<file path="config.mk">
export PLATFORM = sky130hd
export DESIGN_NAME = bmsf_lane
export DESIGN_NICKNAME = d
export VERILOG_FILES = /design/src/rtl/box_mean_smoothing_filter_assert.svh /design/src/rtl/bmsf_pkg.sv /design/src/rtl/bmsf_lane.sv
export SDC_FILE = /design/constraint.sdc
export NUM_CORES = 1
export LEC_CHECK = 0
export BUFFER_PORTS_ARGS = -buffer_cell sky130_fd_sc_hd__buf_2
export CORE_ASPECT_RATIO = 1.4
export CORE_MARGIN = 3
export CORE_UTILIZATION = 60
export CTS_BUF_LIST = sky130_fd_sc_hd__clkbuf_8 sky130_fd_sc_hd__clkbuf_16
export CTS_CLUSTER_SIZE = 14
export DETAILED_ROUTE_END_ITERATION = 7
export PLACE_DENSITY = 0.88
export SLEW_MARGIN = 20
export SYNTH_ARGS = -nofsm -noshare
export SYNTH_HDL_FRONTEND = slang
export SYNTH_SLANG_ARGS = --single-unit
</file>
<file path="constraint.sdc">
create_clock -name i_clk -period 7 [get_ports i_clk]
set_input_delay 1.75 -clock i_clk [delete_from_list [all_inputs] [get_ports i_clk]]
set_output_delay 1.75 -clock i_clk [all_outputs]
set_load 0.02 [all_outputs]
</file>
<file path="src/rtl/box_mean_smoothing_filter_assert.svh">
// Assertion macros for the box mean smoothing filter.
`ifndef BOX_MEAN_SMOOTHING_FILTER_ASSERT_SVH
`define BOX_MEAN_SMOOTHING_FILTER_ASSERT_SVH
`ifndef SYNTHESIS
// Checks a property on every rising clock edge outside reset.
`define BMSF_ASSERT(lbl, prop) \
    lbl: assert property (@(posedge i_clk) disable iff (!i_rst_n) (prop)) \
        else $error("box filter check failed");
// Checks that a condition never holds outside reset.
`define BMSF_NEVER(lbl, cond) \
    lbl: assert property (@(posedge i_clk) disable iff (!i_rst_n) !(cond)) \
        else $error("box filter forbidden condition");
`else
`define BMSF_ASSERT(lbl, prop)
`define BMSF_NEVER(lbl, cond)
`endif
`endif

</file>
<file path="src/rtl/bmsf_pkg.sv">
// Package with sizes, codes and types for the box mean smoothing filter.
`timescale 1ns / 1ps
package bmsf_pkg;
    localparam int MAX_WIDTH  = 1024;
    localparam int MAX_HEIGHT = 1024;
    localparam int MAX_RADIUS = 7;
    localparam int RING_ROWS  = 2 * MAX_RADIUS + 2;
    localparam int RING_W     = $clog2(RING_ROWS);
    localparam int COL_W      = $clog2(MAX_WIDTH);
    localparam int POS_W      = $clog2(MAX_WIDTH + 1);
    localparam int RAD_W      = $clog2(MAX_RADIUS + 1);
    localparam int CFG_W      = 11;
    localparam int LAG_W      = $clog2(MAX_RADIUS * MAX_WIDTH + MAX_RADIUS + 1);
    localparam int ITEM_W     = $clog2(MAX_WIDTH * MAX_HEIGHT + MAX_RADIUS * MAX_WIDTH
                                       + MAX_RADIUS + 1);
    localparam int WIN_MAX    = (2 * MAX_RADIUS + 1) * (2 * MAX_RADIUS + 1);
    localparam int CNT_W      = $clog2(WIN_MAX + 1);
    localparam int SUM_W      = $clog2(WIN_MAX * 255 + 1);
    localparam int STEP_W     = $clog2(SUM_W);
    localparam int ADDR_W     = RING_W + COL_W;

    // Configuration register indexes.
    localparam logic [1:0] REG_WIDTH  = 2'd0;
    localparam logic [1:0] REG_HEIGHT = 2'd1;
    localparam logic [1:0] REG_RADIUS = 2'd2;
    localparam logic [1:0] REG_MODE   = 2'd3;

    // Window modes.
    localparam logic [1:0] MODE_ROW    = 2'd0;
    localparam logic [1:0] MODE_COL    = 2'd1;
    localparam logic [1:0] MODE_SQUARE = 2'd2;
    localparam logic [1:0] MODE_ALT_SQ = 2'd3;

    // Control from the sequencer to every channel lane.
    typedef struct packed {
        logic clear;
        logic acc;
        logic start;
    } t_lane_ctl;
endpackage

</file>
<file path="src/rtl/bmsf_lane.sv">
// One color channel lane: window sum accumulator and restoring divider.
`timescale 1ns / 1ps
module bmsf_lane
    import bmsf_pkg::*;
(
    input  logic             i_clk,
    input  logic             i_rst_n,
    input  t_lane_ctl        i_ctl,
    input  logic [7:0]       i_pixel,
    input  logic [CNT_W-1:0] i_count,
    output logic [7:0]       o_mean,
    output logic             o_busy
);
    logic [SUM_W-1:0]  r_sum;
    logic [SUM_W-1:0]  r_quo;
    logic [SUM_W-1:0]  r_rem;
    logic [STEP_W-1:0] r_step;
    logic              r_busy;
    logic [SUM_W:0]    w_trial;
    logic              w_fits;

    // One quotient bit per cycle: shift in the next dividend bit and try the count.
    assign w_trial = {r_rem, r_quo[SUM_W-1]};
    assign w_fits  = w_trial >= (SUM_W + 1)'(i_count);

    always_ff @(posedge i_clk) begin
        if (!i_rst_n) begin
            r_busy <= 1'b0;
        end else if (i_ctl.start) begin
            r_busy <= 1'b1;
        end else if (r_busy && r_step == STEP_W'(SUM_W - 1)) begin
            r_busy <= 1'b0;
        end
    end

    // Accumulate the window, then divide it by the pixel count.
    always_ff @(posedge i_clk) begin
        if (i_ctl.clear) begin
            r_sum <= '0;
        end else if (i_ctl.acc) begin
            r_sum <= r_sum + SUM_W'(i_pixel);
        end
        if (i_ctl.start) begin
            r_quo  <= r_sum;
            r_rem  <= '0;
            r_step <= '0;
        end else if (r_busy) begin
            r_quo  <= {r_quo[SUM_W-2:0], w_fits};
            r_rem  <= w_fits ? SUM_W'(w_trial - (SUM_W + 1)'(i_count)) : w_trial[SUM_W-1:0];
            r_step <= r_step + 1'b1;
        end
    end

    assign o_mean = r_quo[7:0];
    assign o_busy = r_busy;
endmodule
</file>
Yosys cells after proc, flatten, opt, wreduce, memory -nomap -nowiden

Cells that the tools add are included.

Register bits: 53
Output and inout port bits: 9
Logic and storage cells: 18

Add/sub/neg operators: 3
$lt $le $gt $ge: 1
Equal/unequal tests: 1
Muxes and demuxes: 5
Reduce and logical (&&, ||, !) cells: 3

Operators by type and width:

| cell                                                          | number |
|---|---|
| 16-bit two-way mux                                            | 3 |
| 17-bit by 8-bit greater-or-equal comparator with 1-bit output | 1 |
| 16-bit by 8-bit adder with 16-bit output                      | 1 |
| 16-bit by 8-bit subtractor with 16-bit output                 | 1 |
| 4-bit by 1-bit adder with 4-bit output, second input constant | 1 |
| 4-bit equality test, second input constant                    | 1 |
| 2-bit nonzero test                                            | 2 |
| 1-bit two-way mux                                             | 2 |
| 1-bit logical AND                                             | 1 |

Longest topological paths before layout

Gate-level depths: netlist (run 1).

Depth after elaboration: 4
Mapped depth: 9

Least setup slack after synthesis (run 1)

OpenSTA, ideal clock, no wires.

Path type: input to register
Start point: input port i_count[6]
End point: register r_rem[10]
Library setup time: 0.088 ns
Arrival time: 3.723 ns
Data required time: 6.912 ns
Setup slack: 3.188 ns
Stages: 8
Buffers on the path: 0
Cell sequence: inv_1 ha_1 nand4b_1 or4_4 nand3_4 o31ai_4 or4b_1 a311oi_2

Cells in the longest elaborated chain, start to end: 2

Ends and longest elaborated chain:

| item                                                                                                                           | RTL line                         | source |
|---|---|---|
| from (decl)                                                                                                                    | bmsf_lane.sv:10                  | `input logic [CNT_W-1:0] i_count,` |
| 16-bit by 8-bit subtractor with 16-bit output or 17-bit by 8-bit greater-or-equal comparator with 1-bit output (tied branches) | bmsf_lane.sv:49, bmsf_lane.sv:24 |  |
| 16-bit two-way mux *                                                                                                           | bmsf_lane.sv:49                  | `r_rem <= w_fits ? SUM_W'(w_trial - (SUM_W + 1)'(i_count)) : w_trial[SUM_W-1:0];` |
| to (signal assigned)                                                                                                           | bmsf_lane.sv:49                  |  |
| to (decl)                                                                                                                      | bmsf_lane.sv:16                  | `logic [SUM_W-1:0] r_rem;` |

Mark *: on every way between the ends. The rest lies on a longest branch, timed or not.
A chain may end at the register's enable or synchronous reset.

Final worst setup path (run 1)

Start point: input port i_count[6]
End point: register r_rem[0]

Cells in the longest elaborated chain, start to end: 2

Ends and longest elaborated chain:

| item                                                          | RTL line        | source |
|---|---|---|
| 17-bit by 8-bit greater-or-equal comparator with 1-bit output | bmsf_lane.sv:24 | `assign w_fits = w_trial >= (SUM_W + 1)'(i_count);` |
| 16-bit two-way mux                                            | bmsf_lane.sv:49 |  |

No other way between the ends.

==> results_dict.tcl, run 1 <==
set metrics [dict create \
    wl_per_cell_um 14.5 \
    antenna_found_initial 0 \
    rows 30 \
    yosysTopAreaCellShare_pct 23.8 \
    grt_start_max_net_pins 38 \
    area_growth_pct 6.88 \
    timing.rr.end "r_rem[0]" \
    grt.total_usage_pct 21.8 \
    post_layout_nonfiller_instances 408 \
    critPathLaunchType "input pin" \
    critPathCaptureType "register" \
    cap_violations 0 \
    hold_path_end "r_sum[15]" \
    ir_drop_mv 0.150 \
    fin_tns_setup_ns 0 \
    io_buffers 29 \
    synth_mux_area_share_pct 9.05 \
    syn_area_per_cell_sq_um 9.54 \
    tightestPinTransition_ns 0.768 \
    ctsResizeCount 0 \
    grt_pass1_vias 2395 \
    hp-start "r_sum[15]" \
    synth_edf_count 16 \
    synth_most_common_cell "nor2_1" \
    yosys.area.top_type "dfxtp_1" \
    ys_seq_area_share_pct 39.3 \
    synth_compound_area_share_pct 15.7 \
    max_freq_mhz 255 \
    cp_max_fo 12 \
    async_reset_ff_share_pct 0 \
    cts_tree "built" \
    synthTopCellsByCount "nor2_1, dfxtp_1, ha_1, o21ai_0" \
    pre_cts_ws_ns 2.78 \
    coreArea_sq_um 4920 \
    root_buffer "clkbuf_8" \
    slew_headroom_pct 48.8 \
    register_area_sq_um 1220 \
    path_cells "buf_2 > inv_1 > ha_1 > nand4b_1 > or4_4 > and3_1 > nand3_1 > mux2_1 > a211oi_1" \
    routed_via_density 5.99 \
    die_w_um 66.8 \
    leakagePower_nw 1.39 \
    ant_nets 0 \
    place_congestion 0.808 \
    dp_hpwl_um 4330 \
    final_layout_size_suffix_gt1_share_pct 17.7 \
    antenna_cells 0 \
    crit_type "in -> reg" \
    n_fill_cell 402 \
    worst_path_largest_cell_delay_ns 0.54 \
    fin_skew_ns 0.00699 \
    synth-simple-area-share_pct 17.6 \
    cts_setup_buffers 0 \
    cts.sinks 53 \
    synthAdderAreaFrac_pct 8.13 \
    finalCritPeriodShare_pct 55.9 \
    fin_crit_ns 3.92 \
    dieArea_sq_um 6090 \
    synth_top_family_by_area "simple AND/OR/NAND/NOR gates" \
    path_buf_inv 2 \
    r2r_cells 7 \
    ios 30 \
    drt_pass1_iterations 4 \
    drt_wl_total_um 5930 \
    ctsLongestPathBuffers 2 \
    drt-initial-drc-count 127 \
    critPathTopFamily "simple AND/OR/NAND/NOR gates" \
    synthTopCellsByArea "dfxtp_1, edfxtp_1, ha_1" \
    ys_types 52 \
    synth_cells 326 \
    num-nets-final 383 \
    arrival_ns 4.14 \
    cp_slowest_cell "or4_4" \
    grt_setup_unrepaired "no" \
    rrSetupSlack_ns 4.30 \
    r2r_start "r_rem[6]" \
    start_util_pct 63.2 \
    hold_buffers 0 \
    fin_ws_ns 3.08 \
    die_h_um 91.2 \
    hold_slack_ns 0.492 \
    clk_latency_ns 0.31 \
    vias 2445 \
    yosys_register_bits 53 \
    route.detailed.drc 0 \
    cp.required_ns 7.23 \
    numCtsBuffers 5 \
    synth_warnings 0 \
    overflow 0 \
    setup_viol_count_final 0 \
    dpl.cell_count 400 \
    slew_violations 0 \
    hold_viol 0 \
    htreeDepth 2 \
    syn_nets 366 \
    power.total_w 0.000780 \
    powerDensity_nw_per_um2 235 \
    min_path_type "reg -> reg" \
    ys.flop_type "dfxtp_1" \
    mappedNetlistArea_sq_um 3110 \
    status "finished, final reports clean" \
    holdPathStages 2 \
    clk_pin_slew_worst_paths_ns 0.09 \
    multi_input_area_sq_um 1720 \
    grt_first_pass_wirelength_um 10400 \
    synth_xor_area_share_pct 4.79 \
]
[how the worst max path moves through the flow]
stage | from | end | slack (ns) | cells after the start
final | i_count[6] | r_rem[0] | 3.08 | 9
after global routing | i_count[1] | r_rem[0] | 2.95 | 9
after CTS | i_count[6] | r_rem[0] | 3.11 | 9
after detailed placement | i_count[6] | r_rem[0] | 2.78 | 9
after global placement | i_count[6] | r_rem[0] | 2.85 | 9
after floorplan | i_count[6] | r_rem[10] | 3.19 | 8
[kinds of logic (layout without fill, tap and decap cells)]
logic type,Yosys count,count (layout)
adder cells (fa/ha/maj),19,19
buffers and inverters,36,54
flip-flops,53,53
AO/OA/AOI/OAI,71,71
XOR/XNOR,17,17
AND/OR/NAND/NOR,104,104
multiplexers,26,26
[flip-flops by register name (all words and copies together) (netlist names)]
signal and cells:
o_busy 1, r_sum 16, r_quo 16, r_step 4, r_rem 16
[cell type report]
class                      count  share of cell area, %
clock buffer                   6                   2.48
clock inverter                 2                  0.226
inverter                      16                   1.81
multi-input combinational    237                   51.7
sequential                    53                   36.7
tap                           64                   2.41
timing repair buffer          30                   4.59
[cell usage in the layout, fill, tap and decap left out, types with 3 or more instances in the layout]
cell type and count:
nor2_1 43, dfxtp_1 37, buf_2 29, inv_1 18, o21ai_0 17, ha_1 17, mux2_2 16, edfxtp_1 16
a21oi_1 13, xor2_1 11, a211oi_1 10, or3_1 9, nand2_1 9, mux2i_1 9, nand3_1 8, nand4_1 7
nor3_1 6, xnor2_1 6, clkbuf_8 6, nor2b_1 5, o21a_1 5, and3_1 3, nand2b_1 3, a31oi_1 3
a311oi_1 3
[worst register-to-register path: stages, from the launching register on]
cell and delay, ns:
dfxtp_1 0.34, ha_1 0.35, nand4b_1 0.17, or4_4 0.54, and3_1 0.22, nand3_1 0.42, mux2_1 0.38, a211oi_1 0.21
[per-layer routing]
layer / vias to the layer above / track usage [%] / wire, um
met3: 15 / 4.33 / 235
met4: 0 / 10.0 / 165
met5: - / 0 / 0
met2: 52 / 38.0 / 3130
met1: 1167 / 24.7 / 2400
li1: 1211 / - / -
[report_power, final]
part           switching [W]  leakage, nW  internal [W]  total, W
Combinational       0.000130        0.864      0.000100  0.000230
Clock              0.0000991       0.0538     0.0000781  0.000177
Sequential         0.0000227        0.473      0.000350  0.000373
[through the flow]
step	util (%)	instance area (sq um)
5_1_grt	67.6	3320
4_1_cts	67.6	3320
3_5_place_dp	65.8	3230
6_report	67.6	3320
2_1_floorplan	-	3110
3_3_place_gp	65.8	3230
Power figures use the tool's default switching activity.
==> run 2, diff against run 1 <==
CORE_UTILIZATION = 59   (was 60)
PLACE_DENSITY = 0.87   (was 0.88)
clock period = 3.9 ns   (was 7 ns; I/O delays follow)
==> run 2 against run 1 <==
Total power rose by 80%. Worst setup slack worse by 2.2 ns. First-iteration DRC count shrank 7.1%. Critical path type unchanged. Largest power group unchanged. Highest routed layer unchanged.
==> results_dict.tcl, run 2 (synthesis gave the netlist of run 1 again) <==
set metrics [dict create \
    overflow 0 \
    worst_path_largest_cell_delay_ns 0.55 \
    hold_viol 0 \
    die_h_um 91.9 \
    antenna_found_initial 0 \
    powerDensity_nw_per_um2 420 \
    ctsLongestPathBuffers 2 \
    start_util_pct 62.8 \
    n_fill_cell 412 \
    hold_buffers 0 \
    vias 2442 \
    pre_cts_ws_ns 0.613 \
    clk_latency_ns 0.30 \
    dieArea_sq_um 6190 \
    status "finished, final reports clean" \
    cap_violations 0 \
    rrSetupSlack_ns 1.35 \
    leakagePower_nw 1.40 \
    final_common_cell "nor2_1" \
    cts.sinks 53 \
    fin_ws_ns 0.903 \
    largestRegisters "r_quo (16), r_rem (16), r_sum (16)" \
    fin_skew_ns 0.00685 \
    power.total_w 0.00140 \
    path_cells "buf_2 > inv_1 > ha_1 > nor2b_1 > o31ai_1 > a211oi_1 > o31ai_4 > or4b_1 > a311oi_2" \
    numCtsBuffers 5 \
    dp_hpwl_um 4470 \
    final_cell_mix "nor2_1, dfxtp_1, buf_2" \
    cp.required_ns 4.13 \
    root_buffer "clkbuf_8" \
    max_freq_mhz 334 \
    clk_pin_slew_worst_paths_ns 0.10 \
    io_buffers 29 \
    place_congestion 0.896 \
    critPathTopFamily "compound AO/OA/AOI/OAI gates" \
    ctsResizeCount 0 \
    ir_drop_mv 0.230 \
    critPathCaptureType "register" \
    path_buf_inv 2 \
    rows 30 \
    cts_setup_buffers 0 \
    ios 30 \
    critPathLaunchType "input pin" \
    num-nets-final 385 \
    ant_nets 0 \
    fin_tns_setup_ns 0 \
    final_layout_size_suffix_gt1_share_pct 18.5 \
    antenna_cells 0 \
    htreeDepth 2 \
    grt_setup_unrepaired "no" \
    drt_pass1_iterations 4 \
    coreArea_sq_um 4950 \
    setup_viol_count_final 0 \
    route.detailed.drc 0 \
    crit_type "in -> reg" \
    grt_first_pass_wirelength_um 10300 \
    fin_crit_ns 3.00 \
    wl_per_cell_um 14.8 \
    drt-initial-drc-count 118 \
    finalCritPeriodShare_pct 76.9 \
    slew_violations 0 \
    slew_headroom_pct 55.7 \
    cp_slowest_cell "a211oi_1" \
    grt_start_max_net_pins 38 \
    min_path_type "reg -> reg" \
    arrival_ns 3.23 \
    cts_tree "built" \
    cp_max_fo 7 \
    routed_via_density 5.96 \
    tightestPinTransition_ns 0.664 \
    die_w_um 67.4 \
    drt_wl_total_um 6070 \
    grt.total_usage_pct 21.2 \
    area_growth_pct 7.24 \
    grt_pass1_vias 2402 \
]
==> run 2: cell types whose count changed in the layout (fill, tap and decap cells not counted), sizes merged <==
cell	before	now
buf	30	32
clkinv	0	1
clkbuf	6	5
==> run 2: stage by stage <==
stage                     instances  utilization, %  instance area, sq um  hold slack, ns
after floorplan                 326               -                  3110           0.455
after global placement          402            65.6                  3250           0.467
after detailed placement        402            65.6                  3250           0.477
after CTS                       410            67.3                  3330           0.491
after global routing            410            67.3                  3330           0.540
final                           410            67.3                  3330           0.491
==> run 2: layer usage <==
| layer | up-vias | routed length (um) | global-route usage, % | part of all wire [%] |
|---|---|---|---|---|
| met2 | 45 | 3230 | 38.4 | 53 |
| met1 | 1166 | 2510 | 23.7 | 41 |
| met4 | 0 | 142 | 8.63 | 2.3 |
| met3 | 17 | 182 | 3.19 | 3.0 |
| met5 | - | 0 | 0 | 0 |
| li1 | 1214 | - | - | - |
==> run 2: power breakdown <==
part           switching, W  internal, W
logic              0.000238     0.000183
clock network      0.000184     0.000126
registers         0.0000423     0.000629
total              0.000464     0.000938
==> run 2: final timing paths <==
| kind | start | to | cells past startpoint |
|---|---|---|---|
| hold reg to reg | r_rem[15] | r_rem[15] | 2 |
| setup reg to reg | r_quo[15] | r_rem[10] | 9 |
| setup / recovery | i_count[1] | r_rem[10] | 9 |
| hold / removal | r_rem[15] | r_rem[15] | 2 |
==> run 2: layout make-up <==
type | count | area (sq um) | share of cell area (%)
clock inverters | 3 | 17.5 | 0.525
repair buffers | 32 | 168 | 5.03
flip-flops and latches | 53 | 1220 | 36.6
clock buffers | 5 | 68.8 | 2.06
multi-input cells | 237 | 1720 | 51.6
well taps | 64 | 80.1 | 2.40
inverters | 16 | 60.1 | 1.80
==> run 2: tightest hold or removal path, stage by stage (launching register included) <==
cell and delay [ns]:
dfxtp_1 0.32, nor2_1 0.08, a211oi_1 0.05
==> run 3, diff against run 2 <==
clock period = 3.1 ns   (was 3.9 ns; I/O delays follow)
==> run 3 against run 2 <==
Total power is 30% higher. Die area stayed put. Cell count is 0.49% higher. Non-clock buffer count is 2 higher. Combinational power is 25% higher. Register-to-register slack worse by 0.80 ns. Sequential share of layout area is 0.43 points lower. Sequential power is 26% higher. Hold slack better by 0.013 ns. Sequential cell count stayed put. Clock-buffer cell count is 2 higher. Critical path type unchanged. Largest power group unchanged.
==> results_dict.tcl, run 3 (synthesis gave the netlist of run 1 again) <==
set metrics [dict create \
    route.detailed.drc 0 \
    drt-initial-drc-count 146 \
    critPathLaunchType "input pin" \
    hold_viol 0 \
    pre_cts_ws_ns 0.0384 \
    rows 30 \
    die_w_um 67.4 \
    place_congestion 0.863 \
    grt_start_max_net_pins 37 \
    grt_first_pass_wirelength_um 10800 \
    fin_tns_setup_ns 0 \
    hold_buffers 0 \
    antenna_cells 0 \
    hold_slack_ns 0.504 \
    clk_pin_slew_worst_paths_ns 0.09 \
    arrival_ns 2.99 \
    ios 30 \
    root_buffer "clkbuf_8" \
    slew_violations 0 \
    fin_ws_ns 0.335 \
    final_common_cell "nor2_1" \
    powerDensity_nw_per_um2 540 \
    overflow 0 \
    cts.sinks 53 \
    fin_crit_ns 2.76 \
    dp_hpwl_um 4440 \
    antenna_found_initial 0 \
    place_area_sq_um 3260 \
    dpl.cell_count 404 \
    coreArea_sq_um 4950 \
    crit_type "in -> reg" \
    slew_headroom_pct 56.3 \
    cap_violations 0 \
    clk_latency_ns 0.30 \
    critPathCaptureType "register" \
    grt_setup_unrepaired "no" \
    die_h_um 91.9 \
    max_freq_mhz 362 \
    num-nets-final 387 \
    final_cell_mix "nor2_1, dfxtp_1, buf_2" \
    cp_max_fo 7 \
    ctsResizeCount 0 \
    numCtsBuffers 5 \
    fin_skew_ns 0.00201 \
    routed_via_density 5.89 \
    ir_drop_mv 0.379 \
    htreeDepth 2 \
    start_util_pct 62.8 \
    ant_nets 0 \
    finalCritPeriodShare_pct 89.2 \
    vias 2425 \
    min_path_type "reg -> reg" \
    status "finished, final reports clean" \
    final_cell_area_sq_um 3370 \
    setup_viol_count_final 0 \
    dieArea_sq_um 6190 \
    tightestPinTransition_ns 0.655 \
    ctsLongestPathBuffers 2 \
    grt_pass1_vias 2512 \
    cp.required_ns 3.32 \
    leakagePower_nw 1.42 \
    wl_per_cell_um 14.8 \
    cts_tree "built" \
    io_buffers 29 \
    cts_setup_buffers 0 \
    post_layout_nonfiller_instances 412 \
    drt_pass1_iterations 4 \
    grt.total_usage_pct 22.4 \
    largestRegisters "r_quo (16), r_rem (16), r_sum (16)" \
    drt_wl_total_um 6120 \
    area_growth_pct 8.53 \
    final_layout_size_suffix_gt1_share_pct 19.0 \
]
-- run 3: cell types whose count changed in the layout (fill, tap and decap cells not counted) --
cell / previous run / this run
buf_4: 3 / 5
clkbuf_16: 0 / 1
clkbuf_8: 5 / 6
inv_6: 1 / 0
clkinv_2: 1 / 0
-- run 3: stage by stage --
stage          utilization (%)  power, W
2_1_floorplan                -   0.00128
3_3_place_gp              65.9   0.00137
3_5_place_dp              65.9   0.00138
4_1_cts                   68.1   0.00184
5_1_grt                   68.1   0.00194
6_report                  68.1   0.00182
-- run 3: worst paths after layout --
kind / start / to / slack [ns] / cells past startpoint
max: i_count[7] / r_rem[10] / 0.34 / 9
min: r_sum[9] / r_sum[9] / 0.50 / 2
max reg2reg: r_quo[15] / r_rem[10] / 0.55 / 9
min reg2reg: r_sum[9] / r_sum[9] / 0.50 / 2
-- run 3: critical path: stages --
cell	delay (ns)
buf_2	0.08
inv_1	0.04
ha_1	0.35
nand4b_1	0.18
or4_4	0.54
nand3_4	0.14
o31ai_4	0.10
or4b_1	0.53
a311oi_2	0.25
-- run 3: power by group --
part           internal [W]  leakage [nW]  switching (W)
sequential         0.000791         0.473      0.0000540
clock              0.000228        0.0608       0.000223
combinational      0.000233         0.883       0.000295
-- run 3: layout make-up --
type / count / area [sq um]
multi-input cells: 237 / 1720
fillers: 402 / 1580
flip-flops and latches: 53 / 1220
repair buffers: 34 / 183
clock buffers: 7 / 108
well taps: 64 / 80.1
inverters: 16 / 60.1
clock inverters: 1 / 3.75
-- run 3: per-layer routing --
metal	track usage, %	part of all wire (%)	vias to the layer above
met2	39.6	53	51
met5	0	0	-
li1	-	-	1221
met3	4.04	3.3	17
met4	8.97	2.6	0
met1	25.6	41	1136
